File: src/hw/rtl/ibm_pkg.sv
// Shared widths, mark codes and chain record types for the interval break marker.
package ibm_pkg;

    localparam int DEF_MAX_DEGREE = 8;

    localparam int DEGREE_W = 4;
    localparam int CHROM_W  = 8;
    localparam int POS_W    = 32;
    localparam int LABEL_W  = 8;
    localparam int MARK_W   = 2;

    localparam logic [DEGREE_W-1:0] DEGREE_RESET = 4'd4;

    typedef enum logic [MARK_W-1:0] {
        MARK_NONE   = 2'd0,
        MARK_BRK    = 2'd1,
        MARK_BROKEN = 2'd2
    } mark_t;

    // One pending interval as it travels along the cell chain.
    typedef struct packed {
        logic [POS_W-1:0]   start_pos;
        logic [POS_W-1:0]   end_pos;
        logic [POS_W-1:0]   size;
        logic [LABEL_W-1:0] label;
        logic               last_tag;
        logic               brk;
        logic               brkn;
        logic               valid;
    } ibm_entry_t;

    // What a flanking cell offers to the pair search around the center cell.
    typedef struct packed {
        logic               en;
        logic               big;
        logic [LABEL_W-1:0] label;
    } ibm_flank_t;

    // Per-cell control for one clock edge.
    typedef struct packed {
        logic shift;
        logic load;
        logic pass;
        logic drop;
        logic set_brk;
        logic set_brkn;
    } ibm_cell_ctl_t;

endpackage

File: src/hw/rtl/ibm_intf.sv
// Valid/ready channel interfaces for intervals, marked results and the degree register.
interface ibm_item_if import ibm_pkg::*; ();
    logic               valid;
    logic               ready;
    logic [CHROM_W-1:0] chrom_id;
    logic [POS_W-1:0]   start_pos;
    logic [POS_W-1:0]   end_pos;
    logic [LABEL_W-1:0] state_label;
    logic               last_item;

    modport source (
        output valid, chrom_id, start_pos, end_pos, state_label, last_item,
        input  ready
    );
    modport sink (
        input  valid, chrom_id, start_pos, end_pos, state_label, last_item,
        output ready
    );
endinterface

interface ibm_result_if import ibm_pkg::*; ();
    logic               valid;
    logic               ready;
    logic [CHROM_W-1:0] out_chrom;
    logic [POS_W-1:0]   out_start;
    logic [POS_W-1:0]   out_end;
    logic [LABEL_W-1:0] out_label;
    mark_t              mark;
    logic               final_result;

    modport source (
        output valid, out_chrom, out_start, out_end, out_label, mark, final_result,
        input  ready
    );
    modport sink (
        input  valid, out_chrom, out_start, out_end, out_label, mark, final_result,
        output ready
    );
endinterface

interface ibm_cfg_if import ibm_pkg::*; ();
    logic                valid;
    logic                ready;
    logic [DEGREE_W-1:0] degree;

    modport source (
        output valid, degree,
        input  ready
    );
    modport sink (
        input  valid, degree,
        output ready
    );
endinterface

File: src/hw/rtl/ibm_cell.sv
// One cell of the interval chain: holds one pending interval and its mark flags.
module ibm_cell import ibm_pkg::*; (
    input  logic             clk,
    input  logic             rst_n,
    input  ibm_cell_ctl_t    ctl,
    input  ibm_entry_t       new_item,
    input  ibm_entry_t       prev_item,
    input  logic [POS_W-1:0] centre_size,
    output ibm_entry_t       cur_item,
    output logic             big
);

    logic       valid_reg;
    logic       valid_next;
    ibm_entry_t data_reg;
    ibm_entry_t data_next;

    // The outgoing view already carries the flags raised in this cycle, so a
    // neighbor that takes it on a shift sees the updated mark.
    always_comb
    begin
        cur_item       = data_reg;
        cur_item.valid = valid_reg;
        cur_item.brk   = data_reg.brk | ctl.set_brk;
        cur_item.brkn  = data_reg.brkn | ctl.set_brkn;
    end

    always_comb
    begin
        if (ctl.shift)
        begin
            data_next  = ctl.load ? new_item : prev_item;
            valid_next = ctl.load ? new_item.valid : (ctl.pass & prev_item.valid);
        end
        else
        begin
            data_next  = cur_item;
            valid_next = valid_reg & ~ctl.drop;
        end
    end

    // Flanking size test: the center is short against this interval.
    assign big = valid_reg && (centre_size < (data_reg.size >> 1));

    always_ff @(posedge clk or negedge rst_n)
    begin
        if (!rst_n)
        begin
            valid_reg <= 1'b0;
        end
        else
        begin
            valid_reg <= valid_next;
        end
    end

    always_ff @(posedge clk)
    begin
        data_reg <= data_next;
    end

endmodule

File: src/hw/rtl/ibm_judge.sv
// Pair search across the center cell: matching labels on both flanks that both dwarf the center.
module ibm_judge import ibm_pkg::*; #(
    parameter int MAX_DEGREE = DEF_MAX_DEGREE
) (
    input  ibm_flank_t            left_side  [MAX_DEGREE],
    input  ibm_flank_t            right_side [MAX_DEGREE],
    output logic                  centre_hit,
    output logic [MAX_DEGREE-1:0] left_hit,
    output logic [MAX_DEGREE-1:0] right_hit
);

    logic [MAX_DEGREE-1:0] pair_hit [MAX_DEGREE];

    for (genvar j = 0; j < MAX_DEGREE; j++)
    begin : g_left
        for (genvar k = 0; k < MAX_DEGREE; k++)
        begin : g_right
            assign pair_hit[j][k] = left_side[j].en && left_side[j].big &&
                                    right_side[k].en && right_side[k].big &&
                                    (left_side[j].label == right_side[k].label);
        end
    end

    always_comb
    begin
        left_hit  = '0;
        right_hit = '0;
        for (int j = 0; j < MAX_DEGREE; j++)
        begin
            left_hit[j] = |pair_hit[j];
            right_hit   = right_hit | pair_hit[j];
        end
        centre_hit = |left_hit;
    end

endmodule

File: src/hw/rtl/interval_break_marker_unit.sv
// Top level of the interval break marker: input stage, cell chain, pair search and result register.
//
// The block takes a stream of labelled intervals, one beat each, and returns every
// interval once, in arrival order, with a mark: none, break or broken. Intervals of one
// region (same chromosome, each starting where the previous one ended) move through a
// row of 2*MAX_DEGREE+1 cells, one cell per accepted beat; a new region's first interval
// enters the row at a distance of degree cells before the fixed center cell, so an
// interval reaches the center exactly when degree newer intervals of its region sit on
// its right. In every cycle the center is tested against all left and right flanks at
// once, and the flanks' size tests and label matches raise the break and broken flags in
// place. An interval leaves the row and is offered as a result once it has served as the
// last left flank it can be, degree cells past the center. While a region streams, one
// interval is accepted per cycle and one result leaves per cycle, limited only by the
// single result register and its consumer. A chromosome change, a gap in coordinates or a
// beat with last_item set ends the region: empty slots are then shifted in, one per cycle
// while the result register can take the leaving interval, until every pending interval
// has been delivered, before the next region's first interval can enter. The degree
// register is sampled when a region's first interval enters; values above MAX_DEGREE
// behave as MAX_DEGREE and a degree of zero passes every interval through unmarked.
// final_result is set on the result beat of the interval that carried last_item. A result
// passes the input stage, the cell row and the result register, and waits behind a stalled output.
module interval_break_marker_unit import ibm_pkg::*; #(
    parameter int MAX_DEGREE = DEF_MAX_DEGREE
) (
    input  logic         clk,
    input  logic         rst_n,
    ibm_item_if.sink     item,
    ibm_result_if.source result,
    ibm_cfg_if.sink      cfg
);

    localparam int NCELL = 2 * MAX_DEGREE + 1;
    localparam int DW    = $clog2(MAX_DEGREE + 1);

    // Input holding stage.
    logic               in_valid_reg;
    logic               in_valid_next;
    logic [CHROM_W-1:0] in_chrom_reg;
    logic [POS_W-1:0]   in_start_reg;
    logic [POS_W-1:0]   in_end_reg;
    logic [LABEL_W-1:0] in_label_reg;
    logic               in_last_reg;

    // Region and configuration state.
    logic [DEGREE_W-1:0] degree_reg;
    logic [DEGREE_W-1:0] degree_next;
    logic [DW-1:0]       live_d_reg;
    logic [DW-1:0]       live_d_next;
    logic [CHROM_W-1:0]  region_chrom_reg;
    logic [CHROM_W-1:0]  region_chrom_next;
    logic [POS_W-1:0]    last_end_reg;
    logic [POS_W-1:0]    last_end_next;
    logic                closed_reg;
    logic                closed_next;

    // Result register.
    logic               out_valid_reg;
    logic               out_valid_next;
    logic [CHROM_W-1:0] out_chrom_reg;
    logic [POS_W-1:0]   out_start_reg;
    logic [POS_W-1:0]   out_end_reg;
    logic [LABEL_W-1:0] out_label_reg;
    mark_t              out_mark_reg;
    logic               out_final_reg;
    mark_t              tail_mark;

    // Chain and handshake control.
    ibm_entry_t        cell_item [NCELL];
    logic [NCELL-1:0]  cell_valid;
    logic              cell_big  [NCELL];
    ibm_cell_ctl_t     cell_ctl  [NCELL];
    ibm_entry_t        tail_item [MAX_DEGREE+1];
    ibm_entry_t        tail_sel;
    ibm_entry_t        new_item;
    ibm_flank_t        left_side  [MAX_DEGREE];
    ibm_flank_t        right_side [MAX_DEGREE];
    logic              centre_hit;
    logic [MAX_DEGREE-1:0] left_hit;
    logic [MAX_DEGREE-1:0] right_hit;

    logic [DW-1:0] d_clamp;
    logic [DW-1:0] d_eff;
    logic          win_empty;
    logic          cont;
    logic          take_new;
    logic          flush_req;
    logic          emit_fire;
    logic          can_shift;
    logic          chain_shift;
    logic          consume;

    // The register is always writable; the new degree applies at the next region start.
    assign cfg.ready = 1'b1;

    always_comb
    begin
        if (int'(degree_reg) > MAX_DEGREE)
        begin
            d_clamp = DW'(MAX_DEGREE);
        end
        else
        begin
            d_clamp = DW'(degree_reg);
        end
    end

    assign win_empty = ~|cell_valid;

    // While the row is empty the degree tracks the register, so the first interval of a
    // region enters at the position that the new degree calls for.
    assign d_eff = win_empty ? d_clamp : live_d_reg;

    // The oldest interval that may still be needed sits degree cells past the center.
    for (genvar t = 0; t <= MAX_DEGREE; t++)
    begin : g_tail
        assign tail_item[t] = cell_item[MAX_DEGREE + t];
    end
    assign tail_sel = tail_item[d_eff];

    assign emit_fire = tail_sel.valid && (!out_valid_reg || result.ready);
    assign can_shift = !tail_sel.valid || emit_fire;

    assign cont = !closed_reg && (in_chrom_reg == region_chrom_reg) &&
                  (in_start_reg == last_end_reg);
    assign take_new  = in_valid_reg && (win_empty || cont);
    assign flush_req = !win_empty && (closed_reg || (in_valid_reg && !cont));

    // A shift either brings in the held interval or, while a region drains, an empty slot.
    assign chain_shift = can_shift && (take_new || flush_req);
    assign consume     = chain_shift && take_new;

    assign item.ready = !in_valid_reg || consume;

    always_comb
    begin
        new_item           = '0;
        new_item.start_pos = in_start_reg;
        new_item.end_pos   = in_end_reg;
        new_item.size      = in_end_reg - in_start_reg;
        new_item.label     = in_label_reg;
        new_item.last_tag  = in_last_reg;
        new_item.valid     = consume;
    end

    // Cell row. Cell MAX_DEGREE is the center; younger intervals sit below it and older
    // ones above it. Cells outside the current degree's span only ever hold empty slots.
    for (genvar c = 0; c < NCELL; c++)
    begin : g_cell
        ibm_entry_t prev_c;
        logic       load_c;
        logic       pass_c;
        logic       drop_c;
        logic       set_brk_c;
        logic       set_brkn_c;

        if (c == 0)
        begin : g_first
            assign prev_c = '0;
        end
        else
        begin : g_chain
            assign prev_c = cell_item[c-1];
        end

        if (c <= MAX_DEGREE)
        begin : g_young
            assign load_c = (d_eff == DW'(MAX_DEGREE - c));
            assign pass_c = (DW'(MAX_DEGREE - c) < d_eff);
        end
        else
        begin : g_old
            assign load_c = 1'b0;
            assign pass_c = (DW'(c - MAX_DEGREE) <= d_eff);
        end

        if (c >= MAX_DEGREE)
        begin : g_drop
            assign drop_c = emit_fire && (d_eff == DW'(c - MAX_DEGREE));
        end
        else
        begin : g_nodrop
            assign drop_c = 1'b0;
        end

        if (c < MAX_DEGREE)
        begin : g_right_flag
            assign set_brk_c  = 1'b0;
            assign set_brkn_c = right_hit[c];
        end
        else if (c == MAX_DEGREE)
        begin : g_centre_flag
            assign set_brk_c  = centre_hit;
            assign set_brkn_c = 1'b0;
        end
        else
        begin : g_left_flag
            assign set_brk_c  = 1'b0;
            assign set_brkn_c = left_hit[c - MAX_DEGREE - 1];
        end

        assign cell_ctl[c] = '{
            shift:    chain_shift,
            load:     load_c,
            pass:     pass_c,
            drop:     drop_c,
            set_brk:  set_brk_c,
            set_brkn: set_brkn_c
        };

        ibm_cell u_cell (
            .clk         (clk),
            .rst_n       (rst_n),
            .ctl         (cell_ctl[c]),
            .new_item    (new_item),
            .prev_item   (prev_c),
            .centre_size (cell_item[MAX_DEGREE].size),
            .cur_item    (cell_item[c]),
            .big         (cell_big[c])
        );

        assign cell_valid[c] = cell_item[c].valid;
    end

    // Flanks within degree cells of the center take part, and only around a real center.
    for (genvar k = 0; k < MAX_DEGREE; k++)
    begin : g_flank
        assign right_side[k] = '{
            en:    cell_valid[MAX_DEGREE] && cell_valid[k] &&
                   (DW'(MAX_DEGREE - k) <= d_eff),
            big:   cell_big[k],
            label: cell_item[k].label
        };
        assign left_side[k] = '{
            en:    cell_valid[MAX_DEGREE] && cell_valid[MAX_DEGREE + 1 + k] &&
                   (DW'(k + 1) <= d_eff),
            big:   cell_big[MAX_DEGREE + 1 + k],
            label: cell_item[MAX_DEGREE + 1 + k].label
        };
    end

    ibm_judge #(
        .MAX_DEGREE (MAX_DEGREE)
    ) u_judge (
        .left_side  (left_side),
        .right_side (right_side),
        .centre_hit (centre_hit),
        .left_hit   (left_hit),
        .right_hit  (right_hit)
    );

    // Break wins over broken.
    always_comb
    begin
        if (tail_sel.brk)
        begin
            tail_mark = MARK_BRK;
        end
        else if (tail_sel.brkn)
        begin
            tail_mark = MARK_BROKEN;
        end
        else
        begin
            tail_mark = MARK_NONE;
        end
    end

    always_comb
    begin
        in_valid_next = in_valid_reg;
        if (item.valid && item.ready)
        begin
            in_valid_next = 1'b1;
        end
        else if (consume)
        begin
            in_valid_next = 1'b0;
        end

        degree_next = (cfg.valid && cfg.ready) ? cfg.degree : degree_reg;
        live_d_next = d_eff;

        region_chrom_next = (consume && win_empty) ? in_chrom_reg : region_chrom_reg;
        last_end_next     = consume ? in_end_reg : last_end_reg;

        // A region is closed once its final interval is in; it reopens when drained.
        if (consume)
        begin
            closed_next = in_last_reg;
        end
        else if (win_empty)
        begin
            closed_next = 1'b0;
        end
        else
        begin
            closed_next = closed_reg;
        end

        if (emit_fire)
        begin
            out_valid_next = 1'b1;
        end
        else if (result.ready)
        begin
            out_valid_next = 1'b0;
        end
        else
        begin
            out_valid_next = out_valid_reg;
        end
    end

    always_ff @(posedge clk or negedge rst_n)
    begin
        if (!rst_n)
        begin
            in_valid_reg     <= 1'b0;
            degree_reg       <= DEGREE_RESET;
            live_d_reg       <= '0;
            region_chrom_reg <= '0;
            closed_reg       <= 1'b0;
            out_valid_reg    <= 1'b0;
        end
        else
        begin
            in_valid_reg     <= in_valid_next;
            degree_reg       <= degree_next;
            live_d_reg       <= live_d_next;
            region_chrom_reg <= region_chrom_next;
            closed_reg       <= closed_next;
            out_valid_reg    <= out_valid_next;
        end
    end

    always_ff @(posedge clk)
    begin
        last_end_reg <= last_end_next;
        if (item.valid && item.ready)
        begin
            in_chrom_reg <= item.chrom_id;
            in_start_reg <= item.start_pos;
            in_end_reg   <= item.end_pos;
            in_label_reg <= item.state_label;
            in_last_reg  <= item.last_item;
        end
        if (emit_fire)
        begin
            out_chrom_reg <= region_chrom_reg;
            out_start_reg <= tail_sel.start_pos;
            out_end_reg   <= tail_sel.end_pos;
            out_label_reg <= tail_sel.label;
            out_mark_reg  <= tail_mark;
            out_final_reg <= tail_sel.last_tag;
        end
    end

    assign result.valid        = out_valid_reg;
    assign result.out_chrom    = out_chrom_reg;
    assign result.out_start    = out_start_reg;
    assign result.out_end      = out_end_reg;
    assign result.out_label    = out_label_reg;
    assign result.mark         = out_mark_reg;
    assign result.final_result = out_final_reg;

endmodule

File: src/flat_wrapper.sv
// flat-port wrapper written by rule: the top's interface ports become plain ports
module interval_break_marker_unit_flat import ibm_pkg::*;
#(
    parameter int MAX_DEGREE = DEF_MAX_DEGREE
)
  (clk, rst_n, item_valid, item_chrom_id, item_start_pos, item_end_pos, item_state_label, item_last_item, item_ready, result_valid, result_out_chrom, result_out_start, result_out_end, result_out_label, result_mark, result_final_result, result_ready, cfg_valid, cfg_degree, cfg_ready);
  ibm_item_if item_i ();
  ibm_result_if result_i ();
  ibm_cfg_if cfg_i ();
  input  logic clk;
  input  logic rst_n;
  input wire logic [$bits(item_i.valid)-1:0] item_valid;
  input wire logic [$bits(item_i.chrom_id)-1:0] item_chrom_id;
  input wire logic [$bits(item_i.start_pos)-1:0] item_start_pos;
  input wire logic [$bits(item_i.end_pos)-1:0] item_end_pos;
  input wire logic [$bits(item_i.state_label)-1:0] item_state_label;
  input wire logic [$bits(item_i.last_item)-1:0] item_last_item;
  output wire logic [$bits(item_i.ready)-1:0] item_ready;
  output wire logic [$bits(result_i.valid)-1:0] result_valid;
  output wire logic [$bits(result_i.out_chrom)-1:0] result_out_chrom;
  output wire logic [$bits(result_i.out_start)-1:0] result_out_start;
  output wire logic [$bits(result_i.out_end)-1:0] result_out_end;
  output wire logic [$bits(result_i.out_label)-1:0] result_out_label;
  output wire logic [$bits(result_i.mark)-1:0] result_mark;
  output wire logic [$bits(result_i.final_result)-1:0] result_final_result;
  input wire logic [$bits(result_i.ready)-1:0] result_ready;
  input wire logic [$bits(cfg_i.valid)-1:0] cfg_valid;
  input wire logic [$bits(cfg_i.degree)-1:0] cfg_degree;
  output wire logic [$bits(cfg_i.ready)-1:0] cfg_ready;
  assign item_i.valid = item_valid;
  assign item_i.chrom_id = item_chrom_id;
  assign item_i.start_pos = item_start_pos;
  assign item_i.end_pos = item_end_pos;
  assign item_i.state_label = item_state_label;
  assign item_i.last_item = item_last_item;
  assign item_ready = item_i.ready;
  assign result_valid = result_i.valid;
  assign result_out_chrom = result_i.out_chrom;
  assign result_out_start = result_i.out_start;
  assign result_out_end = result_i.out_end;
  assign result_out_label = result_i.out_label;
  assign result_mark = result_i.mark;
  assign result_final_result = result_i.final_result;
  assign result_i.ready = result_ready;
  assign cfg_i.valid = cfg_valid;
  assign cfg_i.degree = cfg_degree;
  assign cfg_ready = cfg_i.ready;
  interval_break_marker_unit #(.MAX_DEGREE(MAX_DEGREE)) u_core (.clk(clk), .rst_n(rst_n), .item(item_i), .result(result_i), .cfg(cfg_i));
endmodule
File: config.mk
export PLATFORM = sky130hd
export DESIGN_NAME = interval_break_marker_unit_flat
export DESIGN_NICKNAME = d
export VERILOG_FILES = /design/src/hw/rtl/ibm_pkg.sv /design/src/hw/rtl/ibm_intf.sv /design/src/hw/rtl/ibm_cell.sv /design/src/hw/rtl/ibm_judge.sv /design/src/hw/rtl/interval_break_marker_unit.sv /design/src/flat_wrapper.sv
export SDC_FILE = /design/constraint.sdc
export NUM_CORES = 2
export LEC_CHECK = 0
export BUFFER_PORTS_ARGS = -buffer_cell sky130_fd_sc_hd__clkbuf_2
export CAP_MARGIN = 10
export CELL_PAD_IN_SITES_DETAIL_PLACEMENT = 1
export CELL_PAD_IN_SITES_GLOBAL_PLACEMENT = 1
export CORE_MARGIN = 2
export CORE_UTILIZATION = 50
export CTS_BUF_LIST = sky130_fd_sc_hd__clkbuf_2 sky130_fd_sc_hd__clkbuf_4 sky130_fd_sc_hd__clkbuf_8
export CTS_CLUSTER_SIZE = 28
export DETAILED_ROUTE_END_ITERATION = 8
export GPL_TIMING_DRIVEN = 0
export PLACE_DENSITY = 0.78
export RECOVER_POWER = 50
export SETUP_SLACK_MARGIN = 0.4
export SYNTH_ARGS = -nofsm -noshare
export SYNTH_HDL_FRONTEND = slang
export SYNTH_SLANG_ARGS = --single-unit
export TNS_END_PERCENT = 20
File: constraint.sdc
create_clock -name clk -period 33.8 [get_ports clk]
set_input_delay 6.76 -clock clk [delete_from_list [all_inputs] [get_ports clk]]
set_output_delay 6.76 -clock clk [all_outputs]
set_load 0.05 [all_outputs]
==> results.md <==
* Status: finished with violations
* Failing checks: capacitance limit, slew limit
* Slowest CP cell: nor2b_1
* #FFs+latches synth at approximately 2.0k
* Cts bufs inserted at roughly 360
* Hold Slack at roughly 400 ps
* Post-synthesis mux area share at 0.0600
* Largest family of logic cells by synthesized area: simple AND/OR/NAND/NOR gates
* CTS Hold Bufs at 0
* Mapped Area at about 98000 um^2
* Via density at 6.16
* Die X at about 450 um
* Register area share after synthesis at 0.622
* Simple-Gate Fraction of Synth Area at 0.0866
* Layout Area Growth over Synthesis at 11.8%
* Worst-path clk slew at approximately 60 ps
* Initial detailed-routing violation count at slightly below 8k
* Pre-Repair DR Iteration Count at 6
* Final Max Tran Viols at 172
* Setup Skew at between 100 and 150 ps
* Min-Delay Path Class: reg -> reg
* Dpl hpwl at ~230000 um
* Inst Count DP at a little over 10k
* Crit-path cells: clkbuf_2 -> nor2b_1 -> nand2_1 -> nand3_1 -> nand2_1 -> clkbuf_2
* GRT Residual Overflow at 0
* Synth cell types at 89
* First-pass GRT wire length at 472000 um
* Clk_lat worst skew at roughly 1100 ps
* Synth Area in Compound Gates at 0.0754
* Placement Rows at ~160
* # setup viols final at 0
* Deepest clock path buffer count at 4
* Largest register FFs at approximately 1.8k
* TritonCTS clock tree: done
* Layout Cells excl Fill at 11.0k
* Tmin final at approximately 15000 ps
* Syn Area/Cell at between 10 and 15 um^2
* Slew @ Worst Pin at about 3200 ps
* Crit path buffers/inverters at 2
* Final Hold Fails at 0
* Number of clock sinks at about 2k
* I/O pins at 176
* Async SR Flop Fraction at 0.0177
* Share of layout cells above drive strength 1 at 0.133
* Port bufs at approximately 170
* DIE AREA at around 200000 um^2
* Largest cells by area after synthesis: edfxtp_1 (61%), ha_1 (6.5%), nand2_1 (4.5%)
* Starting density of the core at 0.502
* Synth Warn # at 0
* FMAX at 0.0672 GHz
* Post-synth top area share at 0.609
* Most common cell in the netlist: edfxtp_1
* Crit path kind: in -> out
* Total wire length at about 330000 um
* WP data required at roughly 27000 ps
* Worst endpoint data arrival time at about 8000 ps
* RePlAce Congestion at between 0.9 and 1
* Antenna violations before repair at 16
* All-Layer GR Usage at 0.325
* Die Height at 446 um
* Leading area contributor after synthesis: edfxtp_1
* Antenna Nets Post-Route at 0
* Routed wire length per instance at between 20 and 30 um
* Syn nets at about 8k
* Total setup buffers inserted after CTS at 0
* Post-synthesis adder-cell area fraction at 0.0657
* Max-cap violations at 9
* Commonest cells in the netlist: edfxtp_1 (1982), nand2_1 (1181), o21ai_0 (635)
* CTS Root Cell: clkbuf_8
* Largest net degree at the start of global routing at roughly 190
* Max stage delay on crit path at about 450 ps
* Via count of the first global-routing pass at 70.0k
* DRC viols at 0
* Core box area at approximately 190000 um^2
* Relative slew margins at -1.11
* Deepest level of the CTS H-tree at 5
* Crit path max-delay family: simple AND/OR/NAND/NOR gates
* Number of synthesized flops with an enable pin at 1982
* Post-CTS sizing at 0
* Crit path launch type: input pin
* Vias at 67.8k
* Final worst path period share at 0.440
* Gate Count Post-Synth at between 7k and 8k
* Critical Path Fanout Max at 4
* Post-Synth XOR/XNOR Area at 0.0521
* Unrepaired setup endpoints after global routing: false
* Nets at between 8k and 9k
* Crit. End Element: output pin
* Top_reg_cell synth: edfxtp_1
[area by class of cell]
type                       instances  area [um^2]
tap                             2542         3180
timing repair buffer             212         1450
clock buffer                     512         6220
multi-input combinational       4607        33200
fill                           19500        85400
antenna                            6         15.0
buffer                           420         1610
sequential                      2035        60800
inverter                         567         2130
clock inverter                   111          627
[cell families (layout without fill, tap and decap cells)]
kind of cell | after synthesis | in the layout
fa+ha+maj | 512 | 512
flops | 2035 | 2035
mux | 375 | 375
other cells | 1 | 7
compound gates | 1224 | 1224
buf+inv | 987 | 1822
simple gates | 1914 | 1914
xor+xnor | 581 | 581
[layout by cell type (no fill, tap or decap), drive strengths merged, types with 27 or more instances in the layout]
master  synthesis  final
edfxtp       1982   1982
nand2        1181   1181
clkbuf        336   1049
o21ai         638    638
inv           534    534
ha            511    511
xnor2         338    338
xor2          243    243
nor2          216    216
mux2          214    214
a21oi         175    175
mux4          147    147
nand4         140    140
clkinv         33    130
buf            84     95
nor4           80     80
a22oi          78     78
nand3          70     70
a21o           60     60
and2           49     49
a211oi         43     43
nor3           43     43
nand2b         40     40
dfrtp          35     35
o21a           27     27
[layer usage]
| layer | wire length (um) | share of wire | up-vias | GRT usage |
|---|---|---|---|---|
| met5 | 46 | 0.00014 | - | 0 |
| met4 | 17100 | 0.052 | 6 | 0.155 |
| met3 | 29900 | 0.091 | 786 | 0.0651 |
| met2 | 151000 | 0.46 | 3480 | 0.512 |
| met1 | 129000 | 0.39 | 34600 | 0.434 |
| li1 | - | - | 28900 | - |
[stage by stage]
step / TNS, ps / worst slack [ps] / area, um^2 / util
finish: 0 / 18920 / 109000 / 0.561
CTS: 0 / 18860 / 109000 / 0.561
floorplan: 0 / 3910 / 97700 / -
detailed placement: 0 / 18880 / 102000 / 0.526
global placement: -5763650 / -4020 / 102000 / 0.523
global route: 0 / 18850 / 109000 / 0.561
[worst paths after layout]
| path | startpoint | endpoint | slack, ps | cells after the start |
|---|---|---|---|---|
| max | result_ready | item_ready | 18920 | 6 |
| min | u_core.g_cell[13].u_cell.cur_item[106] | u_core.g_cell[14].u_cell.cur_item[106] | 400 | 0 |
| max reg2reg | u_core.g_cell[4].u_cell.valid_reg | u_core.g_cell[16].u_cell.cur_item[86] | 24930 | 13 |
| min reg2reg | u_core.g_cell[13].u_cell.cur_item[106] | u_core.g_cell[14].u_cell.cur_item[106] | 400 | 0 |
| max in group asynchronous | rst_n | u_core.g_cell[8].u_cell.valid_reg | 25220 | 1 |
| min in group asynchronous | rst_n | u_core.region_chrom_reg[3] | 6730 | 1 |
Power is not shown: default switching activity piles up to over one toggle a cycle in this logic, so the estimate is an artifact.
